<file path="src/design/grbe_pkg.sv">
package grbe_pkg;

   // field widths
   localparam int ACCEL_W     = 19;
   localparam int GYRO_W      = 22;
   localparam int BIAS_W      = 22;
   localparam int STATE_W     = 2;
   localparam int TALLY_W     = 13;
   localparam int RESTART_W   = 16;
   localparam int SUM_W       = 36;

   // configuration register widths
   localparam int TARGET_W    = 13;
   localparam int LIMIT_W     = 21;
   localparam int TOL_W       = 13;
   localparam int MAXB_W      = 21;
   localparam int CSR_DATA_W  = 21;
   localparam int CSR_INDEX_W = 2;

   // derived widths
   localparam int LOHI_W      = TOL_W + 1;
   localparam int SQ_W        = 2 * ACCEL_W;
   localparam int REM_W       = TALLY_W + 1;
   localparam int DIV_CNT_W   = $clog2(SUM_W);

   // constants
   localparam int MAX_SAMPLES = 4096;
   localparam int ONE_G       = 8192;

   // configuration reset values
   localparam logic [TARGET_W-1:0] TARGET_RESET   = TARGET_W'(500);
   localparam logic [LIMIT_W-1:0]  LIMIT_RESET    = LIMIT_W'(3072);
   localparam logic [TOL_W-1:0]    TOL_RESET      = TOL_W'(819);
   localparam logic [MAXB_W-1:0]   MAX_BIAS_RESET = MAXB_W'(2048);

   // configuration register indexes
   localparam logic [CSR_INDEX_W-1:0] CSR_STILL_TARGET = 2'd0;
   localparam logic [CSR_INDEX_W-1:0] CSR_GYRO_LIMIT   = 2'd1;
   localparam logic [CSR_INDEX_W-1:0] CSR_ACCEL_TOL    = 2'd2;
   localparam logic [CSR_INDEX_W-1:0] CSR_MAX_BIAS     = 2'd3;

   typedef enum logic [STATE_W-1:0] {
      PH_COLLECTING = 2'd0,
      PH_DONE       = 2'd1,
      PH_REJECTED   = 2'd2
   } phase_type;

   // operand choice of the shared squarer
   typedef enum logic [2:0] {
      SQ_AX,
      SQ_AY,
      SQ_AZ,
      SQ_LO,
      SQ_HI
   } sq_sel_type;

   typedef struct packed {
      logic       load;
      logic       restart;
      logic       sq_step;
      sq_sel_type sq_sel;
      logic       apply;
      logic       div_load;
      logic       div_step;
      logic       div_finish;
      logic       out_load;
   } dp_cmd_type;

   typedef struct packed {
      logic collecting;
      logic reached;
   } dp_stat_type;

endpackage

</file>
<file path="src/design/grbe_ctrl.sv">
module grbe_ctrl import grbe_pkg::*; (
   input  logic        clock,
   input  logic        reset,
   input  logic        req_valid,
   input  logic        req_type,
   output logic        req_ready,
   input  logic        rsp_ready,
   output logic        rsp_valid,
   output dp_cmd_type  cmd,
   input  dp_stat_type stat
);

   typedef enum logic [2:0] {
      ST_IDLE,
      ST_RESTART,
      ST_SQUARE,
      ST_APPLY,
      ST_CHECK,
      ST_DIVIDE,
      ST_FINISH,
      ST_RESPOND
   } ctrl_state_type;

   ctrl_state_type        state_ff, state_in;
   sq_sel_type            sel_ff, sel_in;
   logic [DIV_CNT_W-1:0]  cnt_ff, cnt_in;
   logic                  rsp_valid_ff, rsp_valid_in;

   // sequence one word through the datapath
   always_comb begin
      state_in  = state_ff;
      sel_in    = sel_ff;
      cnt_in    = cnt_ff;
      req_ready = 1'b0;
      cmd       = '0;
      cmd.sq_sel = sel_ff;
      case (state_ff)
         ST_IDLE: begin
            req_ready = 1'b1;
            if (req_valid) begin
               cmd.load = 1'b1;
               if (req_type) begin
                  state_in = ST_RESTART;
               end else if (!stat.collecting) begin
                  state_in = ST_RESPOND;
               end else begin
                  state_in = ST_SQUARE;
                  sel_in   = SQ_AX;
               end
            end
         end
         ST_RESTART: begin
            cmd.restart = 1'b1;
            state_in    = ST_RESPOND;
         end
         ST_SQUARE: begin
            cmd.sq_step = 1'b1;
            case (sel_ff)
               SQ_AX:   sel_in = SQ_AY;
               SQ_AY:   sel_in = SQ_AZ;
               SQ_AZ:   sel_in = SQ_LO;
               SQ_LO:   sel_in = SQ_HI;
               default: state_in = ST_APPLY;
            endcase
         end
         ST_APPLY: begin
            cmd.apply = 1'b1;
            state_in  = ST_CHECK;
         end
         ST_CHECK: begin
            if (stat.reached) begin
               cmd.div_load = 1'b1;
               cnt_in       = '0;
               state_in     = ST_DIVIDE;
            end else begin
               state_in = ST_RESPOND;
            end
         end
         ST_DIVIDE: begin
            cmd.div_step = 1'b1;
            if (cnt_ff == DIV_CNT_W'(SUM_W - 1)) begin
               state_in = ST_FINISH;
            end else begin
               cnt_in = cnt_ff + 1'b1;
            end
         end
         ST_FINISH: begin
            cmd.div_finish = 1'b1;
            state_in       = ST_RESPOND;
         end
         ST_RESPOND: begin
            // wait for the output register to free up
            if (!rsp_valid_ff || rsp_ready) begin
               cmd.out_load = 1'b1;
               state_in     = ST_IDLE;
            end
         end
         default: state_in = ST_IDLE;
      endcase
      rsp_valid_in = cmd.out_load | (rsp_valid_ff & ~rsp_ready);
   end

   always_ff @(posedge clock) begin
      if (reset) begin
         state_ff     <= ST_IDLE;
         sel_ff       <= SQ_AX;
         cnt_ff       <= '0;
         rsp_valid_ff <= 1'b0;
      end else begin
         state_ff     <= state_in;
         sel_ff       <= sel_in;
         cnt_ff       <= cnt_in;
         rsp_valid_ff <= rsp_valid_in;
      end
   end

   assign rsp_valid = rsp_valid_ff;

endmodule

</file>
<file path="config.mk">
export PLATFORM = sky130hd
export DESIGN_NAME = grbe_ctrl
export DESIGN_NICKNAME = d
export VERILOG_FILES = /design/src/design/grbe_pkg.sv /design/src/design/grbe_ctrl.sv
export SDC_FILE = /design/constraint.sdc
export NUM_CORES = 1
export LEC_CHECK = 0
export BUFFER_PORTS_ARGS = -buffer_cell sky130_fd_sc_hd__buf_2
export CAP_MARGIN = 0
export CORE_UTILIZATION = 53
export CTS_BUF_LIST = sky130_fd_sc_hd__clkbuf_8
export DETAILED_ROUTE_END_ITERATION = 7
export PLACE_DENSITY = 0.91
export SLEW_MARGIN = 40
export SYNTH_ARGS = -nofsm -noshare
export SYNTH_HDL_FRONTEND = slang
export SYNTH_SLANG_ARGS = --single-unit
</file>
<file path="constraint.sdc">
create_clock -name clock -period 1.7 [get_ports clock]
set_input_delay 0.255 -clock clock [delete_from_list [all_inputs] [get_ports clock]]
set_output_delay 0.255 -clock clock [all_outputs]
set_load 0.005 [all_outputs]
</file>
# Yosys cells after proc, flatten, opt, wreduce, memory -nomap -nowiden
# Index checks and enable logic that the tools add are counted.
# op_classes
n_addsub,1
eq_ne,20
muxes,28
bitwise,3
n_reduce_logical,11
# ops
operator,n
two-way mux 3 bit,9
one-hot mux 3 bit (7 select lines),1
"!= test 2 bit, second input constant",8
"== test 3 x 2 -> 1 bit, second input constant",4
"== test 3 bit, second input constant",4
two-way mux 1 bit,12
two-way mux 6 bit,2
one-hot mux 3 bit (4 select lines),1
one-hot mux 6 bit (2 select lines),1
"adder 6 x 1 -> 6 bit, second input constant",1
"== test 3 x 1 -> 1 bit, second input constant",2
"== test 6 bit, second input constant",1
logical NOT 3 bit,2
one-hot mux 3 bit (2 select lines),1
"!= test 5 bit, second input constant",1
AND reduction 5 bit,1
AND reduction 4 bit,1
nonzero test 2 bit,2
OR reduction 4 bit,1
AND reduction 3 bit,1
two-way mux 2 bit,1
OR reduction 2 bit,1
bitwise AND 1 bit,1
logical NOT 1 bit,1
3 further kinds,3
# word_totals
reg_bits,13
inputBits,7
output_inout_bits,13
word_cells,67

# Depth between registers and ports, before layout
# logic_depth
ltp_word,5
depth_mapped,5
ltp_nobuf,5

# Worst setup path before layout
# Ideal clock, no wire load.
# synth_path
kind,flip-flop to flip-flop
from,reg cnt_ff[0]
to,reg cnt_ff[1]
setup_time_ns,0.135
arrival_time_ns,1.135
t_required_ns,1.565
slack_ns,0.430
stages_incl_launch_ff,5
path_buffers,0
synth_period_minus_slack_ns,1.270
cell_sequence,dfxtp_1 -> ha_1 -> and3_2 -> o311ai_0 -> o41ai_1
# synth_between
elab_chain_cells,3
word_cells_on_any_way,6
classes_between,add/sub: 1; eq/ne: 2; mux: 2; reduce/logical: 1
# synth_rtl
element,line_no,source
from (decl),grbe_ctrl.sv:26,"logic [DIV_CNT_W-1:0] cnt_ff, cnt_in;"
from (signal assigned),grbe_ctrl.sv:112,cnt_ff <= cnt_in;
adder 6 x 1 -> 6 bit / == test 6 bit (equally long branches),"grbe_ctrl.sv:84, grbe_ctrl.sv:81",
two-way mux 6 bit / != test 2 bit (equally long branches),-,
one-hot mux 6 bit (2 select lines) / AND reduction 3 bit (equally long branches),-,
# Parallel ways exist; a longest one is shown, timed or not. The select of a mux whose other input is x is not followed.
# A chain may end at the register's enable or synchronous reset.

==> impl_metrics.csv <==
group,metric,value,unit
status,run_status,"finished, final reports clean",
global_routing,use_met1,0.291,
yosys,synth_nets,98,
clocking,htreeDepth,1,
yosys,synth_enable_flop_cells,0,
timing,setup_slack,0.117,ns
global_routing,grt_pass1_vias,581,
global_routing,grt_max_degree,13,
timing,timing.fmax,0.632,GHz
critical_path,crit_arrival,1.33,ns
yosys,synth_area_per_cell,8.55,sq um
yosys,yosysTopAreaCell,"dfxtp_1",
routing,routed_wl,1660,um
die,start_util,0.577,
yosys,synthCells,90,
timing,skew,0.00655,ns
global_routing,overflow,0,
die,die_area,1610,sq um
cells_and_area,utilization,0.680,
critical_path,crit_family,"simple AND/OR/NAND/NOR gates",
global_routing,globalRouteMet2Util,0.343,
pwr,ir_worst_vdd,0.690,mV
critical_path,slowest_delay,0.32,ns
yosys,yosysMostFrequentCell,"dfxtp_1",
pwr,power_density,987,nW/um^2
timing,min_period_over_period,0.931,
place,port_buffers,19,
routing,viasPerCell,5.80,
timing,hold_viol,0,
yosys,synth_cell_types,38,
cells_and_area,final_layout_size_suffix_gt1_frac,0.284,
cells_and_area,areaGrowthSynthToFinish,17.9,%
yosys,async_flop_share,0,
die,rows,13,
cells_and_area,nets,118,
yosys,yosys_warnings,0,
timing,max-slew-margin-rel,0.736,
yosys,synth_top_flop_cell,"dfxtp_1",
clocking,clk_pin_slew,0.06,ns
routing,dr.first_iter.drc_count,16,
timing,setup_viol,0,
cells_and_area,antenna_cells,0,
global_routing,antenna_found_initial,0,
timing,rsz0062_at_grt,"no",
global_routing,grt_pass1_wl,2450,um
critical_path,worstPathMaxFanout,11,
routing,drc,0,
die,io_pins,20,
pwr,p_leak,0.377,nW
routing,dr.pass1.iters,4,
run,max_cap_viol_count,0,
die,coreArea,1330,sq um
cells_and_area,fillers,111,
clocking,clock_latency,0.24,ns
critical_path,endpoint_kind,"output pin",
cells_and_area,regArea,262,sq um
yosys,synth_top_area_frac,0.338,
critical_path,worstPathCellList,"buf_4 -> nor3_1 -> and2_1 -> buf_2",
yosys,synth_common_cells,"13 x dfxtp_1, 12 x nor2_1",
clocking,cts_root_buf,"clkbuf_8",
clocking,clkSinkCount,13,
timing,drv_slew,0,
place,post-place-ws,0.218,ns
yosys,ys_seq_elements,13,
critical_path,path_buf_inv,2,
hold_path,hold_path_class,"in2reg",
critical_path,cp.required,1.44,ns
yosys,synth_area_leaders,"dfxtp_1 34%, nor2_1 5.9%, xnor2_1 5.7%",
global_routing,grt_usage,0.228,
routing,ant_nets,0,
global_routing,grt.met3_usage,0.0500,
timing,tns,0,ns
yosys,yosysSeqAreaShare,0.338,
die,die_h,40.1,um
timing,hold_slack,0.303,ns
critical_path,critPathKind,"reg2out",
timing,fin_crit,1.58,ns
place,hpwl,1280,um
yosys,syn_area,769,sq um
place,gp_congestion,0.722,
clocking,cts_buffers,3,
routing,wl_per_cell,13.4,um
critical_path,cpMaxStageDelayCell,"dfxtp_1",
clocking,clk_path_buf_depth,2,
die,die-width,40.1,um
global_routing,grt-busiest-layer,"met2",
clocking,tritoncts,"yes",
routing,via_count,719,
critical_path,critPathLaunchType,"flop",
cells_and_area,multi_input_area,460,sq um
timing,tightest_slew,0.394,ns
==> flip-flops by register name, summed over array words and instances, names as in the netlist <==
| register | count |
|---|---|
| rsp_valid | 1 |
| cnt_ff | 6 |
| sel_ff | 3 |
| state_ff | 3 |
==> routing by layer <==
layer | wire length [um] | vias up
met4 | 22 | 0
met1 | 714 | 333
met5 | 0 | -
li1 | - | 358
met2 | 838 | 26
met3 | 87 | 2
==> cell type report <==
cell class / count / share of cell area
clock buffer: 3 / 0.0455
clock inverter: 1 / 0.00414
inverter: 5 / 0.0207
multi-input combinational: 67 / 0.508
sequential: 13 / 0.288
tap: 15 / 0.0207
timing repair buffer: 20 / 0.113
==> metrics by stage <==
| stage | instances | total power [mW] | area [sq um] |
|---|---|---|---|
| 2_1_floorplan | 90 | 0.563 | 769 |
| 3_3_place_gp | 120 | 0.623 | 858 |
| 3_5_place_dp | 120 | 0.633 | 858 |
| 4_1_cts | 124 | 0.898 | 903 |
| 5_1_grt | 124 | 0.950 | 907 |
| 6_report | 124 | 0.895 | 907 |
==> power breakdown <==
part           leakage, nW  internal (mW)  switching [mW]
registers            0.106          0.332          0.0505
logic                0.244          0.116           0.136
clock network       0.0269          0.159           0.102
==> repair_timing <==
action	CTS	global route
endpoints found under the setup margin	0	2
resized for setup	0	2
buffers inserted	0	0
hold buffers	0	0
==> layout by cell type, fill, tap and decap left out, drive strengths merged, types with 2 or more instances in the layout <==
| master | count |
|---|---|
| and2 | 2 |
| nand3 | 3 |
| and3 | 4 |
| nor3 | 5 |
| nor2 | 13 |
| xnor2 | 5 |
| inv | 6 |
| nor4 | 3 |
| nand2b | 2 |
| a21oi | 3 |
| buf | 20 |
| dfxtp | 13 |
| clkbuf | 3 |
| nand2 | 5 |
| nor2b | 3 |
==> logic make-up after synthesis <==
logic type / synth area share
buf+inv: 0.0667
flops: 0.338
mux: 0.0276
xor+xnor: 0.0569
compound gates: 0.156
simple gates: 0.338
fa+ha+maj: 0.0163
==> worst reg2reg max path: stages (launching register included) <==
cell      delay [ns]
dfxtp_1         0.42
nand2b_2        0.32
nor4_1          0.38
xnor2_1         0.17
nor2_1          0.05
==> worst paths after layout <==
path | from | endpoint | slack (ns) | cells after the start
worst min-delay path | reset | rsp_valid$_SDFF_PP0_ | 0.30 | 2
worst min register to register | sel_ff[0]$_SDFFE_PP0P_ | sel_ff[0]$_SDFFE_PP0P_ | 0.52 | 2
worst max register to register | state_ff[1]$_SDFFE_PP0P_ | cnt_ff[5]$_SDFFE_PP0P_ | 0.26 | 4
worst max-delay path | state_ff[2]$_SDFFE_PP0P_ | cmd[10] | 0.12 | 4
No activity file was read; power rests on OpenSTA's default activity.
