File: src/design/grbe_pkg.sv
package grbe_pkg;

   // field widths
   localparam int ACCEL_W     = 19;
   localparam int GYRO_W      = 22;
   localparam int BIAS_W      = 22;
   localparam int STATE_W     = 2;
   localparam int TALLY_W     = 13;
   localparam int RESTART_W   = 16;
   localparam int SUM_W       = 36;

   // configuration register widths
   localparam int TARGET_W    = 13;
   localparam int LIMIT_W     = 21;
   localparam int TOL_W       = 13;
   localparam int MAXB_W      = 21;
   localparam int CSR_DATA_W  = 21;
   localparam int CSR_INDEX_W = 2;

   // derived widths
   localparam int LOHI_W      = TOL_W + 1;
   localparam int SQ_W        = 2 * ACCEL_W;
   localparam int REM_W       = TALLY_W + 1;
   localparam int DIV_CNT_W   = $clog2(SUM_W);

   // constants
   localparam int MAX_SAMPLES = 4096;
   localparam int ONE_G       = 8192;

   // configuration reset values
   localparam logic [TARGET_W-1:0] TARGET_RESET   = TARGET_W'(500);
   localparam logic [LIMIT_W-1:0]  LIMIT_RESET    = LIMIT_W'(3072);
   localparam logic [TOL_W-1:0]    TOL_RESET      = TOL_W'(819);
   localparam logic [MAXB_W-1:0]   MAX_BIAS_RESET = MAXB_W'(2048);

   // configuration register indexes
   localparam logic [CSR_INDEX_W-1:0] CSR_STILL_TARGET = 2'd0;
   localparam logic [CSR_INDEX_W-1:0] CSR_GYRO_LIMIT   = 2'd1;
   localparam logic [CSR_INDEX_W-1:0] CSR_ACCEL_TOL    = 2'd2;
   localparam logic [CSR_INDEX_W-1:0] CSR_MAX_BIAS     = 2'd3;

   typedef enum logic [STATE_W-1:0] {
      PH_COLLECTING = 2'd0,
      PH_DONE       = 2'd1,
      PH_REJECTED   = 2'd2
   } phase_type;

   // operand choice of the shared squarer
   typedef enum logic [2:0] {
      SQ_AX,
      SQ_AY,
      SQ_AZ,
      SQ_LO,
      SQ_HI
   } sq_sel_type;

   typedef struct packed {
      logic       load;
      logic       restart;
      logic       sq_step;
      sq_sel_type sq_sel;
      logic       apply;
      logic       div_load;
      logic       div_step;
      logic       div_finish;
      logic       out_load;
   } dp_cmd_type;

   typedef struct packed {
      logic collecting;
      logic reached;
   } dp_stat_type;

endpackage

File: src/design/grbe_datapath.sv
module grbe_datapath import grbe_pkg::*; (
   input  logic                      clock,
   input  logic                      reset,
   input  logic                      csr_wr_en,
   input  logic [CSR_INDEX_W-1:0]    csr_index,
   input  logic [CSR_DATA_W-1:0]     csr_wr_data,
   input  logic signed [ACCEL_W-1:0] accel_x,
   input  logic signed [ACCEL_W-1:0] accel_y,
   input  logic signed [ACCEL_W-1:0] accel_z,
   input  logic signed [GYRO_W-1:0]  gyro_x,
   input  logic signed [GYRO_W-1:0]  gyro_y,
   input  logic signed [GYRO_W-1:0]  gyro_z,
   input  dp_cmd_type                cmd,
   output dp_stat_type               stat,
   output logic [STATE_W-1:0]        estimate_state,
   output logic signed [BIAS_W-1:0]  bias_x,
   output logic signed [BIAS_W-1:0]  bias_y,
   output logic signed [BIAS_W-1:0]  bias_z,
   output logic [TALLY_W-1:0]        still_count,
   output logic [RESTART_W-1:0]      restart_count
);

   // configuration
   logic [TARGET_W-1:0] target_ff;
   logic [LIMIT_W-1:0]  limit_ff;
   logic [TOL_W-1:0]    tol_ff;
   logic [MAXB_W-1:0]   max_bias_ff;

   // captured sample
   logic signed [ACCEL_W-1:0] accel_ff [3];
   logic signed [GYRO_W-1:0]  gyro_ff  [3];

   // estimator state
   phase_type                phase_ff, phase_in;
   logic signed [SUM_W-1:0]  sum_ff   [3];
   logic signed [SUM_W-1:0]  sum_in   [3];
   logic [TALLY_W-1:0]       tally_ff, tally_in;
   logic [RESTART_W-1:0]     restart_ff, restart_in;
   logic signed [BIAS_W-1:0] bias_ff  [3];
   logic signed [BIAS_W-1:0] bias_in  [3];

   // squarer results
   logic [SQ_W-1:0] m2_ff, m2_in;
   logic [SQ_W-1:0] lo2_ff, lo2_in;
   logic [SQ_W-1:0] hi2_ff, hi2_in;

   // divider lanes
   logic [REM_W-1:0] rem_ff [3];
   logic [REM_W-1:0] rem_in [3];
   logic [SUM_W-1:0] quo_ff [3];
   logic [SUM_W-1:0] quo_in [3];
   logic             neg_ff [3];
   logic             neg_in [3];

   // output register
   logic [STATE_W-1:0]       out_state_ff, out_state_in;
   logic signed [BIAS_W-1:0] out_bias_ff [3];
   logic signed [BIAS_W-1:0] out_bias_in [3];
   logic [TALLY_W-1:0]       out_still_ff, out_still_in;
   logic [RESTART_W-1:0]     out_restart_ff, out_restart_in;

   logic [ACCEL_W-1:0]  acc_mag [3];
   logic [GYRO_W-1:0]   gyr_mag [3];
   logic [LOHI_W-1:0]   lo_val, hi_val;
   logic [ACCEL_W-1:0]  mul_op;
   logic [SQ_W-1:0]     prod;
   logic [TALLY_W-1:0]  target_eff;
   logic                still;
   logic                ok;
   logic [REM_W-1:0]    trial [3];
   logic [SUM_W-1:0]    sum_mag [3];
   logic [BIAS_W-1:0]   q_low [3];

   // magnitudes of the captured sample and the running sums
   always_comb begin
      for (int i = 0; i < 3; i++) begin
         acc_mag[i] = accel_ff[i][ACCEL_W-1] ? ACCEL_W'(-accel_ff[i]) : ACCEL_W'(accel_ff[i]);
         gyr_mag[i] = gyro_ff[i][GYRO_W-1] ? GYRO_W'(-gyro_ff[i]) : GYRO_W'(gyro_ff[i]);
         sum_mag[i] = sum_ff[i][SUM_W-1] ? SUM_W'(-sum_ff[i]) : SUM_W'(sum_ff[i]);
      end
   end

   // shared squarer operand
   assign lo_val = LOHI_W'(ONE_G) - {1'b0, tol_ff};
   assign hi_val = LOHI_W'(ONE_G) + {1'b0, tol_ff};

   always_comb begin
      case (cmd.sq_sel)
         SQ_AX:   mul_op = acc_mag[0];
         SQ_AY:   mul_op = acc_mag[1];
         SQ_AZ:   mul_op = acc_mag[2];
         SQ_LO:   mul_op = ACCEL_W'(lo_val);
         SQ_HI:   mul_op = ACCEL_W'(hi_val);
         default: mul_op = '0;
      endcase
   end

   assign prod = SQ_W'(mul_op) * SQ_W'(mul_op);

   // clamp the target into one to the sample limit
   always_comb begin
      if (target_ff == '0) begin
         target_eff = TALLY_W'(1);
      end else if (target_ff > TARGET_W'(MAX_SAMPLES)) begin
         target_eff = TALLY_W'(MAX_SAMPLES);
      end else begin
         target_eff = TALLY_W'(target_ff);
      end
   end

   // stillness test
   always_comb begin
      still = (m2_ff >= lo2_ff) && (m2_ff <= hi2_ff);
      for (int i = 0; i < 3; i++) begin
         if (gyr_mag[i] > GYRO_W'(limit_ff)) begin
            still = 1'b0;
         end
      end
   end

   // next state of the estimator, squarer and divider
   always_comb begin
      phase_in   = phase_ff;
      tally_in   = tally_ff;
      restart_in = restart_ff;
      m2_in      = m2_ff;
      lo2_in     = lo2_ff;
      hi2_in     = hi2_ff;
      ok         = 1'b1;
      for (int i = 0; i < 3; i++) begin
         sum_in[i]  = sum_ff[i];
         bias_in[i] = bias_ff[i];
         rem_in[i]  = rem_ff[i];
         quo_in[i]  = quo_ff[i];
         neg_in[i]  = neg_ff[i];
         trial[i]   = {rem_ff[i][TALLY_W-1:0], quo_ff[i][SUM_W-1]};
         q_low[i]   = quo_ff[i][BIAS_W-1:0];
      end

      // accumulate squares, then form the tolerance bounds
      if (cmd.sq_step) begin
         case (cmd.sq_sel)
            SQ_AX:   m2_in  = prod;
            SQ_AY:   m2_in  = m2_ff + prod;
            SQ_AZ:   m2_in  = m2_ff + prod;
            SQ_LO:   lo2_in = prod;
            SQ_HI:   hi2_in = prod;
            default: m2_in  = m2_ff;
         endcase
      end

      // restart request: clear the run, keep bias and restart tally
      if (cmd.restart) begin
         phase_in = PH_COLLECTING;
         tally_in = '0;
         for (int i = 0; i < 3; i++) begin
            sum_in[i] = '0;
         end
      end

      // add a still sample or drop the run on motion
      if (cmd.apply) begin
         if (still) begin
            tally_in = tally_ff + 1'b1;
            for (int i = 0; i < 3; i++) begin
               sum_in[i] = sum_ff[i] + SUM_W'(gyro_ff[i]);
            end
         end else begin
            if (tally_ff != '0 && restart_ff != '1) begin
               restart_in = restart_ff + 1'b1;
            end
            tally_in = '0;
            for (int i = 0; i < 3; i++) begin
               sum_in[i] = '0;
            end
         end
      end

      // restoring division of each sum magnitude by the tally
      if (cmd.div_load) begin
         for (int i = 0; i < 3; i++) begin
            rem_in[i] = '0;
            quo_in[i] = sum_mag[i];
            neg_in[i] = sum_ff[i][SUM_W-1];
         end
      end
      if (cmd.div_step) begin
         for (int i = 0; i < 3; i++) begin
            if (trial[i] >= REM_W'(tally_ff)) begin
               rem_in[i] = trial[i] - REM_W'(tally_ff);
               quo_in[i] = {quo_ff[i][SUM_W-2:0], 1'b1};
            end else begin
               rem_in[i] = trial[i];
               quo_in[i] = {quo_ff[i][SUM_W-2:0], 1'b0};
            end
         end
      end

      // restore the sign and judge the bias
      if (cmd.div_finish) begin
         for (int i = 0; i < 3; i++) begin
            bias_in[i] = neg_ff[i] ? $signed(-q_low[i]) : $signed(q_low[i]);
            if (quo_ff[i] > SUM_W'(max_bias_ff)) begin
               ok = 1'b0;
            end
         end
         phase_in = ok ? PH_DONE : PH_REJECTED;
      end
   end

   // output word, bias zeroed while collecting
   always_comb begin
      out_state_in   = out_state_ff;
      out_still_in   = out_still_ff;
      out_restart_in = out_restart_ff;
      for (int i = 0; i < 3; i++) begin
         out_bias_in[i] = out_bias_ff[i];
      end
      if (cmd.out_load) begin
         out_state_in   = phase_ff;
         out_still_in   = tally_ff;
         out_restart_in = restart_ff;
         for (int i = 0; i < 3; i++) begin
            out_bias_in[i] = (phase_ff == PH_COLLECTING) ? '0 : bias_ff[i];
         end
      end
   end

   // configuration writes
   always_ff @(posedge clock) begin
      if (reset) begin
         target_ff   <= TARGET_RESET;
         limit_ff    <= LIMIT_RESET;
         tol_ff      <= TOL_RESET;
         max_bias_ff <= MAX_BIAS_RESET;
      end else if (csr_wr_en) begin
         case (csr_index)
            CSR_STILL_TARGET: target_ff   <= csr_wr_data[TARGET_W-1:0];
            CSR_GYRO_LIMIT:   limit_ff    <= csr_wr_data[LIMIT_W-1:0];
            CSR_ACCEL_TOL:    tol_ff      <= csr_wr_data[TOL_W-1:0];
            CSR_MAX_BIAS:     max_bias_ff <= csr_wr_data[MAXB_W-1:0];
            default:          target_ff   <= target_ff;
         endcase
      end
   end

   // estimator state
   always_ff @(posedge clock) begin
      if (reset) begin
         phase_ff   <= PH_COLLECTING;
         tally_ff   <= '0;
         restart_ff <= '0;
         for (int i = 0; i < 3; i++) begin
            sum_ff[i]  <= '0;
            bias_ff[i] <= '0;
         end
      end else begin
         phase_ff   <= phase_in;
         tally_ff   <= tally_in;
         restart_ff <= restart_in;
         for (int i = 0; i < 3; i++) begin
            sum_ff[i]  <= sum_in[i];
            bias_ff[i] <= bias_in[i];
         end
      end
   end

   // payload registers
   always_ff @(posedge clock) begin
      if (cmd.load) begin
         accel_ff[0] <= accel_x;
         accel_ff[1] <= accel_y;
         accel_ff[2] <= accel_z;
         gyro_ff[0]  <= gyro_x;
         gyro_ff[1]  <= gyro_y;
         gyro_ff[2]  <= gyro_z;
      end
      m2_ff          <= m2_in;
      lo2_ff         <= lo2_in;
      hi2_ff         <= hi2_in;
      out_state_ff   <= out_state_in;
      out_still_ff   <= out_still_in;
      out_restart_ff <= out_restart_in;
      for (int i = 0; i < 3; i++) begin
         rem_ff[i]      <= rem_in[i];
         quo_ff[i]      <= quo_in[i];
         neg_ff[i]      <= neg_in[i];
         out_bias_ff[i] <= out_bias_in[i];
      end
   end

   assign stat.collecting = (phase_ff == PH_COLLECTING);
   assign stat.reached    = (tally_ff >= target_eff);

   assign estimate_state = out_state_ff;
   assign bias_x         = out_bias_ff[0];
   assign bias_y         = out_bias_ff[1];
   assign bias_z         = out_bias_ff[2];
   assign still_count    = out_still_ff;
   assign restart_count  = out_restart_ff;

endmodule

File: config.mk
export PLATFORM = sky130hd
export DESIGN_NAME = grbe_datapath
export DESIGN_NICKNAME = d
export VERILOG_FILES = /design/src/design/grbe_pkg.sv /design/src/design/grbe_datapath.sv
export SDC_FILE = /design/constraint.sdc
export NUM_CORES = 2
export LEC_CHECK = 0
export ABC_AREA = 1
export BUFFER_PORTS_ARGS = -buffer_cell sky130_fd_sc_hd__buf_2
export CORE_MARGIN = 3
export CORE_UTILIZATION = 35
export DETAILED_ROUTE_END_ITERATION = 6
export SYNTH_ARGS = -nofsm -noshare
export SYNTH_HDL_FRONTEND = slang
export SYNTH_SLANG_ARGS = --single-unit
File: constraint.sdc
create_clock -name clock -period 8.85 [get_ports clock]
set_clock_uncertainty 0.15 [all_clocks]
set_input_delay 0.4425 -clock clock [delete_from_list [all_inputs] [get_ports clock]]
set_output_delay 0.4425 -clock clock [all_outputs]
set_load 0.005 [all_outputs]
=== Word level (Yosys, flattened, before mapping) ===
Memory sizes are Yosys's and may differ from the RTL's.
Index checks and enable logic that the tools add are counted.

* Register bits: 244
* Bits in latches: 0
* Memory bits (writable): 516
* Output and inout port bits: 99
* Logic and storage cells: 151
* Memories: 8
* ROM bits: 0
* Bits of input ports: 160

* Div/mod/pow operators: 0
* Equality and inequality tests: 8
* Add/sub/neg operators: 23
* Bitwise logic cells: 7
* Mux-type cells: 59
* Multipliers: 1
* Reductions and logical operators: 19
* Magnitude comparators: 13
* Shift operators: 0

{| class="wikitable"
|+ Memory list
! name !! depth !! bits a word !! read ports !! clocked after memory_dff !! write ports !! line !! RTL
|-
| quo_ff || 3 || 36 || 3 || 0 || 3 || grbe_datapath.sv:50 || <nowiki>logic [SUM_W-1:0] quo_ff [3];</nowiki>
|-
| sum_ff || 3 || 36 || 3 || 0 || 3 || grbe_datapath.sv:35 || <nowiki>logic signed [SUM_W-1:0] sum_ff [3];</nowiki>
|-
| bias_ff || 3 || 22 || 3 || 0 || 3 || grbe_datapath.sv:39 || <nowiki>logic signed [BIAS_W-1:0] bias_ff [3];</nowiki>
|-
| gyro_ff || 3 || 22 || 3 || 0 || 3 || grbe_datapath.sv:31 || <nowiki>logic signed [GYRO_W-1:0] gyro_ff [3];</nowiki>
|-
| out_bias_ff || 3 || 22 || 3 || 0 || 3 || grbe_datapath.sv:57 || <nowiki>logic signed [BIAS_W-1:0] out_bias_ff [3];</nowiki>
|-
| accel_ff || 3 || 19 || 3 || 0 || 3 || grbe_datapath.sv:30 || <nowiki>logic signed [ACCEL_W-1:0] accel_ff [3];</nowiki>
|-
| +2 memories || n/a || n/a || n/a || n/a || n/a || n/a ||
|}

{| class="wikitable"
|+ Operators with widths
! operator !! number
|-
| $mux 108 || 5
|-
| $mux 22 || 12
|-
| $mux 36 || 6
|-
| $mux 66 || 2
|-
| $neg 22->22 || 6
|-
| $add 36x22->36 || 3
|-
| $gt 36x21->1 || 3
|-
| $neg 36->36 || 3
|-
| $pmux 19 s5 || 1
|-
| $mux 42 || 2
|-
| $pmux 38 s2 || 1
|-
| $gt 22x21->1 || 3
|-
| $mux 13 || 5
|-
| $mux 19 || 3
|-
| $neg 19->19 || 3
|-
| $ge 14x13->1 || 3
|-
| $mux 14 || 3
|-
| $sub 14x13->14 || 3
|-
| $add 38x38->38 || 1
|-
| $ge 38x38->1 || 1
|-
| $le 38x38->1 || 1
|-
| $mul 19x19->38 || 1
|-
| $add 16x1->16 const B || 1
|-
| $ne 16x16->1 const B || 1
|-
| 24 further kinds || 57
|}

=== Longest topological paths before layout ===
* Depth after elaboration: 9
* Mapped depth: 50
* Gate-level depth less buffers: 50

=== Worst setup path before layout ===
No wires, ideal clock.

* Path type: register -> register
* Start: memory accel_ff[2][0], in the netlist accel_ff[0][38]
* End: register m2_ff[37], data pin
* Path slack: 0.318 ns
* Required time: 8.447 ns
* Arrival time: 8.129 ns
* Path buffers: 1
* Cell stages (with the launch flop): 48
* Library setup time: 0.253 ns
* Path through: edfxtp_1 > inv_1 > ha_1 > nand2_1 > nor3_2 > nand2_1 > nor2_1 > nand3_1 > o21ai_1 > nor2_1 > o21ai_1 > inv_1 > nand3_1 > buf_2 > nand2_1 > fa_1 > inv_1 > fa_1 > [... 12 more ...] > o21ai_1 > a21boi_0 > o21ai_1 > a21oi_1 > nand2_1 > and2_1 > ha_1 > nand2_1 > nor2_1 > inv_1 > nor4_1 > nand3_1 > nand3_1 > nand2_1 > nand3_1 > inv_1 > nand3_1 > nand2_1

{| class="wikitable"
|+ RTL lines
! what !! line !! RTL
|-
| start: declaration || grbe_datapath.sv:30 ||
|-
| end signal: assignment || grbe_datapath.sv:278 || <nowiki>m2_ff <= m2_in;</nowiki>
|-
| end: declaration || grbe_datapath.sv:43 || <nowiki>logic [SQ_W-1:0] m2_ff, m2_in;</nowiki>
|}

==> flow_results.xml <==
<?xml version="1.0" encoding="UTF-8"?>
<metrics>
  <group name="outcome">
    <metric name="outcome" unit="">completed</metric>
  </group>
  <group name="drt">
    <metric name="num_vias" unit="">57900</metric>
    <metric name="drt_iter0_markers" unit="">4701</metric>
    <metric name="detail_route.drc_violations" unit="">0</metric>
    <metric name="dr.pass1.iters" unit="">6</metric>
    <metric name="drt.antenna.violating_nets" unit="">0</metric>
    <metric name="detail_route.wirelength" unit="um">219000</metric>
    <metric name="routed_via_density" unit="">5.12</metric>
    <metric name="route.detailed.wl_per_inst" unit="um">19.3</metric>
  </group>
  <group name="sta">
    <metric name="worst_pin_slew" unit="ps">1250</metric>
    <metric name="fin_crit_sh" unit="">0.990</metric>
    <metric name="timing.slew.headroom" unit="">0.162</metric>
    <metric name="rsz0062_at_grt" unit="">true</metric>
    <metric name="report.final.slew_viol_count" unit="">0</metric>
    <metric name="setup-violations-final" unit="">0</metric>
    <metric name="final_period_minus_worst_setup_slack" unit="ps">8760</metric>
    <metric name="totalNegativeSetupSlack" unit="ps">0</metric>
    <metric name="max_clock_freq" unit="GHz">0.114</metric>
    <metric name="hold_slack" unit="ps">59.8</metric>
    <metric name="final_hold_viol_count" unit="">0</metric>
  </group>
  <group name="synth">
    <metric name="post_synth_instance_area" unit="sq um">62000</metric>
    <metric name="synth_warnings" unit="">0</metric>
    <metric name="synth_edf_count" unit="">482</metric>
    <metric name="post_synth_num_cell_types" unit="">67</metric>
    <metric name="register_bit_count_reported_by_yosys" unit="">755</metric>
    <metric name="yosysMostFrequentCell" unit="">sky130_fd_sc_hd__nand2_1</metric>
    <metric name="postSynth.topFlopCell" unit="">sky130_fd_sc_hd__edfxtp_1</metric>
    <metric name="synthTopCellsByCount" unit="">sky130_fd_sc_hd__nand2_1 (1524), sky130_fd_sc_hd__inv_1 (1240), sky130_fd_sc_hd__nor2_1 (817), sky130_fd_sc_hd__a21oi_1 (700), sky130_fd_sc_hd__ha_1 (531)</metric>
    <metric name="synth_top_area_cell" unit="">sky130_fd_sc_hd__edfxtp_1</metric>
    <metric name="ys_top_cells_by_area" unit="">sky130_fd_sc_hd__edfxtp_1 (23%), sky130_fd_sc_hd__ha_1 (11%), sky130_fd_sc_hd__nand2_1 (9.2%)</metric>
    <metric name="synth_instances" unit="">8011</metric>
    <metric name="synth_top_area_share" unit="">0.234</metric>
    <metric name="synthesis.area_per_instance" unit="sq um">7.73</metric>
    <metric name="yosysSeqAreaShare" unit="">0.322</metric>
    <metric name="postSynth.asyncResetShare" unit="">0</metric>
  </group>
  <group name="power_and_ir_drop">
    <metric name="power_density" unit="nW/um^2">414</metric>
    <metric name="p_leak" unit="nW">35.5</metric>
    <metric name="vdd_drop_max" unit="uV">839</metric>
  </group>
  <group name="die">
    <metric name="die-height" unit="um">427</metric>
    <metric name="initial_core_util" unit="">0.354</metric>
    <metric name="design.die.area" unit="sq um">182000</metric>
    <metric name="die_width" unit="um">427</metric>
    <metric name="core_region_area" unit="sq um">175000</metric>
    <metric name="placementRows" unit="">153</metric>
    <metric name="ios" unit="">259</metric>
  </group>
  <group name="global_route">
    <metric name="grt_antenna_before_repair" unit="">19</metric>
    <metric name="number_of_global_route_vias_before_repair" unit="">55700</metric>
    <metric name="global_route.usage.total" unit="">0.233</metric>
    <metric name="maximum_number_of_pins_on_one_net_before_global_route_repair" unit="">78</metric>
    <metric name="grt_first_pass_wirelength" unit="um">330000</metric>
    <metric name="grt_remaining_overflow" unit="">0</metric>
  </group>
  <group name="finish">
    <metric name="area_growth_from_synthesis_to_final_layout" unit="%">23.7</metric>
    <metric name="combined_flip_flop_and_latch_cell_area" unit="sq um">19900</metric>
    <metric name="finish.cell_count_without_fillers" unit="">11300</metric>
    <metric name="combined_area_of_the_multi_input_logic_cells" unit="sq um">38400</metric>
    <metric name="nFillCells" unit="">17500</metric>
    <metric name="layout-drive-gt1-share" unit="">0.166</metric>
    <metric name="design.final.nets" unit="">9842</metric>
    <metric name="finalInstanceArea" unit="sq um">76700</metric>
    <metric name="fin_util" unit="">0.438</metric>
  </group>
  <group name="cts">
    <metric name="htree_num_levels" unit="">3</metric>
    <metric name="cts_root_buffer" unit="">sky130_fd_sc_hd__clkbuf_16</metric>
    <metric name="clkSinkCount" unit="">755</metric>
    <metric name="clk_pin_slew_worst_paths" unit="ps">60</metric>
    <metric name="number_of_buffers_created_by_cts" unit="">93</metric>
    <metric name="cts-root-to-sink-buffers" unit="">3</metric>
    <metric name="worstSkewPairLatency" unit="ps">760</metric>
    <metric name="tritoncts" unit="">done</metric>
  </group>
  <group name="placed_design">
    <metric name="routabilityCongestion" unit="">0.947</metric>
    <metric name="post_dp_cell_area" unit="sq um">69200</metric>
    <metric name="dpl.cell_count" unit="">10900</metric>
    <metric name="final_hpwl_from_detailed_placement" unit="um">171000</metric>
    <metric name="placement.io_buffers" unit="">258</metric>
  </group>
  <group name="worst_setup_path">
    <metric name="crit_arrival" unit="ps">9110</metric>
    <metric name="setup.reg_to_reg.worst_slack" unit="ps">90</metric>
    <metric name="critical_path.endpoint_type" unit="">flop</metric>
    <metric name="worst_setup_path_start_kind" unit="">flop</metric>
    <metric name="crit-reg2reg-launch" unit="">accel_ff[0][1]</metric>
    <metric name="path_class" unit="">reg2reg</metric>
    <metric name="critical_path.max_fanout" unit="">6</metric>
    <metric name="critical_path.endpoint" unit="">m2_ff[33]</metric>
    <metric name="slowest_stage" unit="">sky130_fd_sc_hd__fa_1</metric>
    <metric name="worstSetupStartpoint" unit="">accel_ff[0][1]</metric>
    <metric name="required" unit="ps">9200</metric>
    <metric name="critical_path.reg2reg.endpoint" unit="">m2_ff[33]</metric>
    <metric name="critical_path.max_stage_delay" unit="ps">560</metric>
    <metric name="logic_depth_of_the_worst_register_to_register_path" unit="">45</metric>
  </group>
  <group name="hold_path">
    <metric name="worstHoldPathType" unit="">in2reg</metric>
  </group>
  <group name="run">
    <metric name="max-cap-violations" unit="">0</metric>
  </group>
</metrics>
==> timing repair <==
action,in CTS,in global routing
setup buffers,24,51
pin swaps,67,191
gates resized for setup,140,387
hold buffers,149,0
setup endpoints to repair,21,22
hold endpoints to repair,174,0
==> worst max-delay path, delay by kind of cell, from the launching register on <==
family / cells / cell delay (ps)
compound gates: 12 / 1790
flops: 1 / 410
buf+inv: 12 / 1030
fa+ha+maj: 9 / 3710
simple gates: 11 / 1240
xor+xnor: 1 / 150
==> cell usage in the layout, fill, tap and decap left out, types with 252 or more instances in the layout <==
cell type	synthesis	layout
sky130_fd_sc_hd__a21oi_1	700	653
sky130_fd_sc_hd__buf_2	36	252
sky130_fd_sc_hd__buf_4	8	561
sky130_fd_sc_hd__dfxtp_1	273	273
sky130_fd_sc_hd__edfxtp_1	482	482
sky130_fd_sc_hd__ha_1	531	481
sky130_fd_sc_hd__inv_1	1240	1188
sky130_fd_sc_hd__nand2_1	1524	1466
sky130_fd_sc_hd__nand3_1	344	326
sky130_fd_sc_hd__nor2_1	817	762
sky130_fd_sc_hd__o21ai_0	500	458
==> worst min-delay path by stage <==
stage              startpoint               to  slack (ps)  cells after the start
4_1_cts        csr_wr_data[7]     target_ff[7]          30                      3
2_1_floorplan   sum_ff[0][35]     neg_ff[0][0]         260                      0
6_report               cmd[0]  still_count[12]          60                      1
3_5_place_dp   bias_ff[0][56]   bias_ff[0][56]         320                      2
3_3_place_gp   bias_ff[0][56]   bias_ff[0][56]         310                      2
5_1_grt        csr_wr_data[7]     target_ff[7]          30                      3
==> flip-flops by register name (all words and copies together), names as in the netlist, 37 cells and up <==
name / flops
hi2_ff: 37
lo2_ff: 37
m2_ff: 38
sum_ff: 108
bias_ff: 66
accel_ff: 57
gyro_ff: 66
out_bias_ff: 66
rem_ff: 39
quo_ff: 108
==> cells by family (layout without fill, tap and decap cells) <==
logic type,count (synthesis),count (layout),share of synthesized area
other,2,22,0.000121
DFF,755,755,0.322
buffers and inverters,1497,2452,0.0935
and+or+nand+nor,3190,3190,0.222
adders and majority gates,785,785,0.189
xor gates and xnor gates,299,299,0.0423
AOI/OAI and AO/OA,1483,1483,0.131
==> metrics by stage <==
step | setup slack (ps) | total power [mW]
finish | 86.7 | 31.8
global route | -390 | 34.1
CTS | -15.9 | 27.9
detailed placement | -546 | 22.3
global placement | -420 | 22.1
floorplan | 318 | 13.9
==> layout make-up <==
type                            instances  share of cell area
Antenna cell                            9            0.000294
Clock buffer                          125              0.0337
Clock inverter                         50             0.00836
Inverter                             1282              0.0629
Multi-Input combinational cell       5770               0.501
Sequential cell                       755               0.260
Tap cell                             2325              0.0379
Timing Repair Buffer                  995              0.0961
==> power breakdown <==
group          switching (mW)  internal (mW)  leakage [nW]
Combinational            12.0           10.8          26.9
Clock                    1.70           2.34          1.56
Sequential              0.335           4.64          7.10
Total                    14.0           17.8          35.5
==> per-layer routing <==
layer,up-vias,global-route usage,part of all wire
met5,-,0,0.000050
met4,2,0.0733,0.037
met3,328,0.0346,0.060
met2,1683,0.368,0.44
met1,27600,0.328,0.46
li1,28400,-,-
No activity file was read; power rests on OpenSTA's default activity.
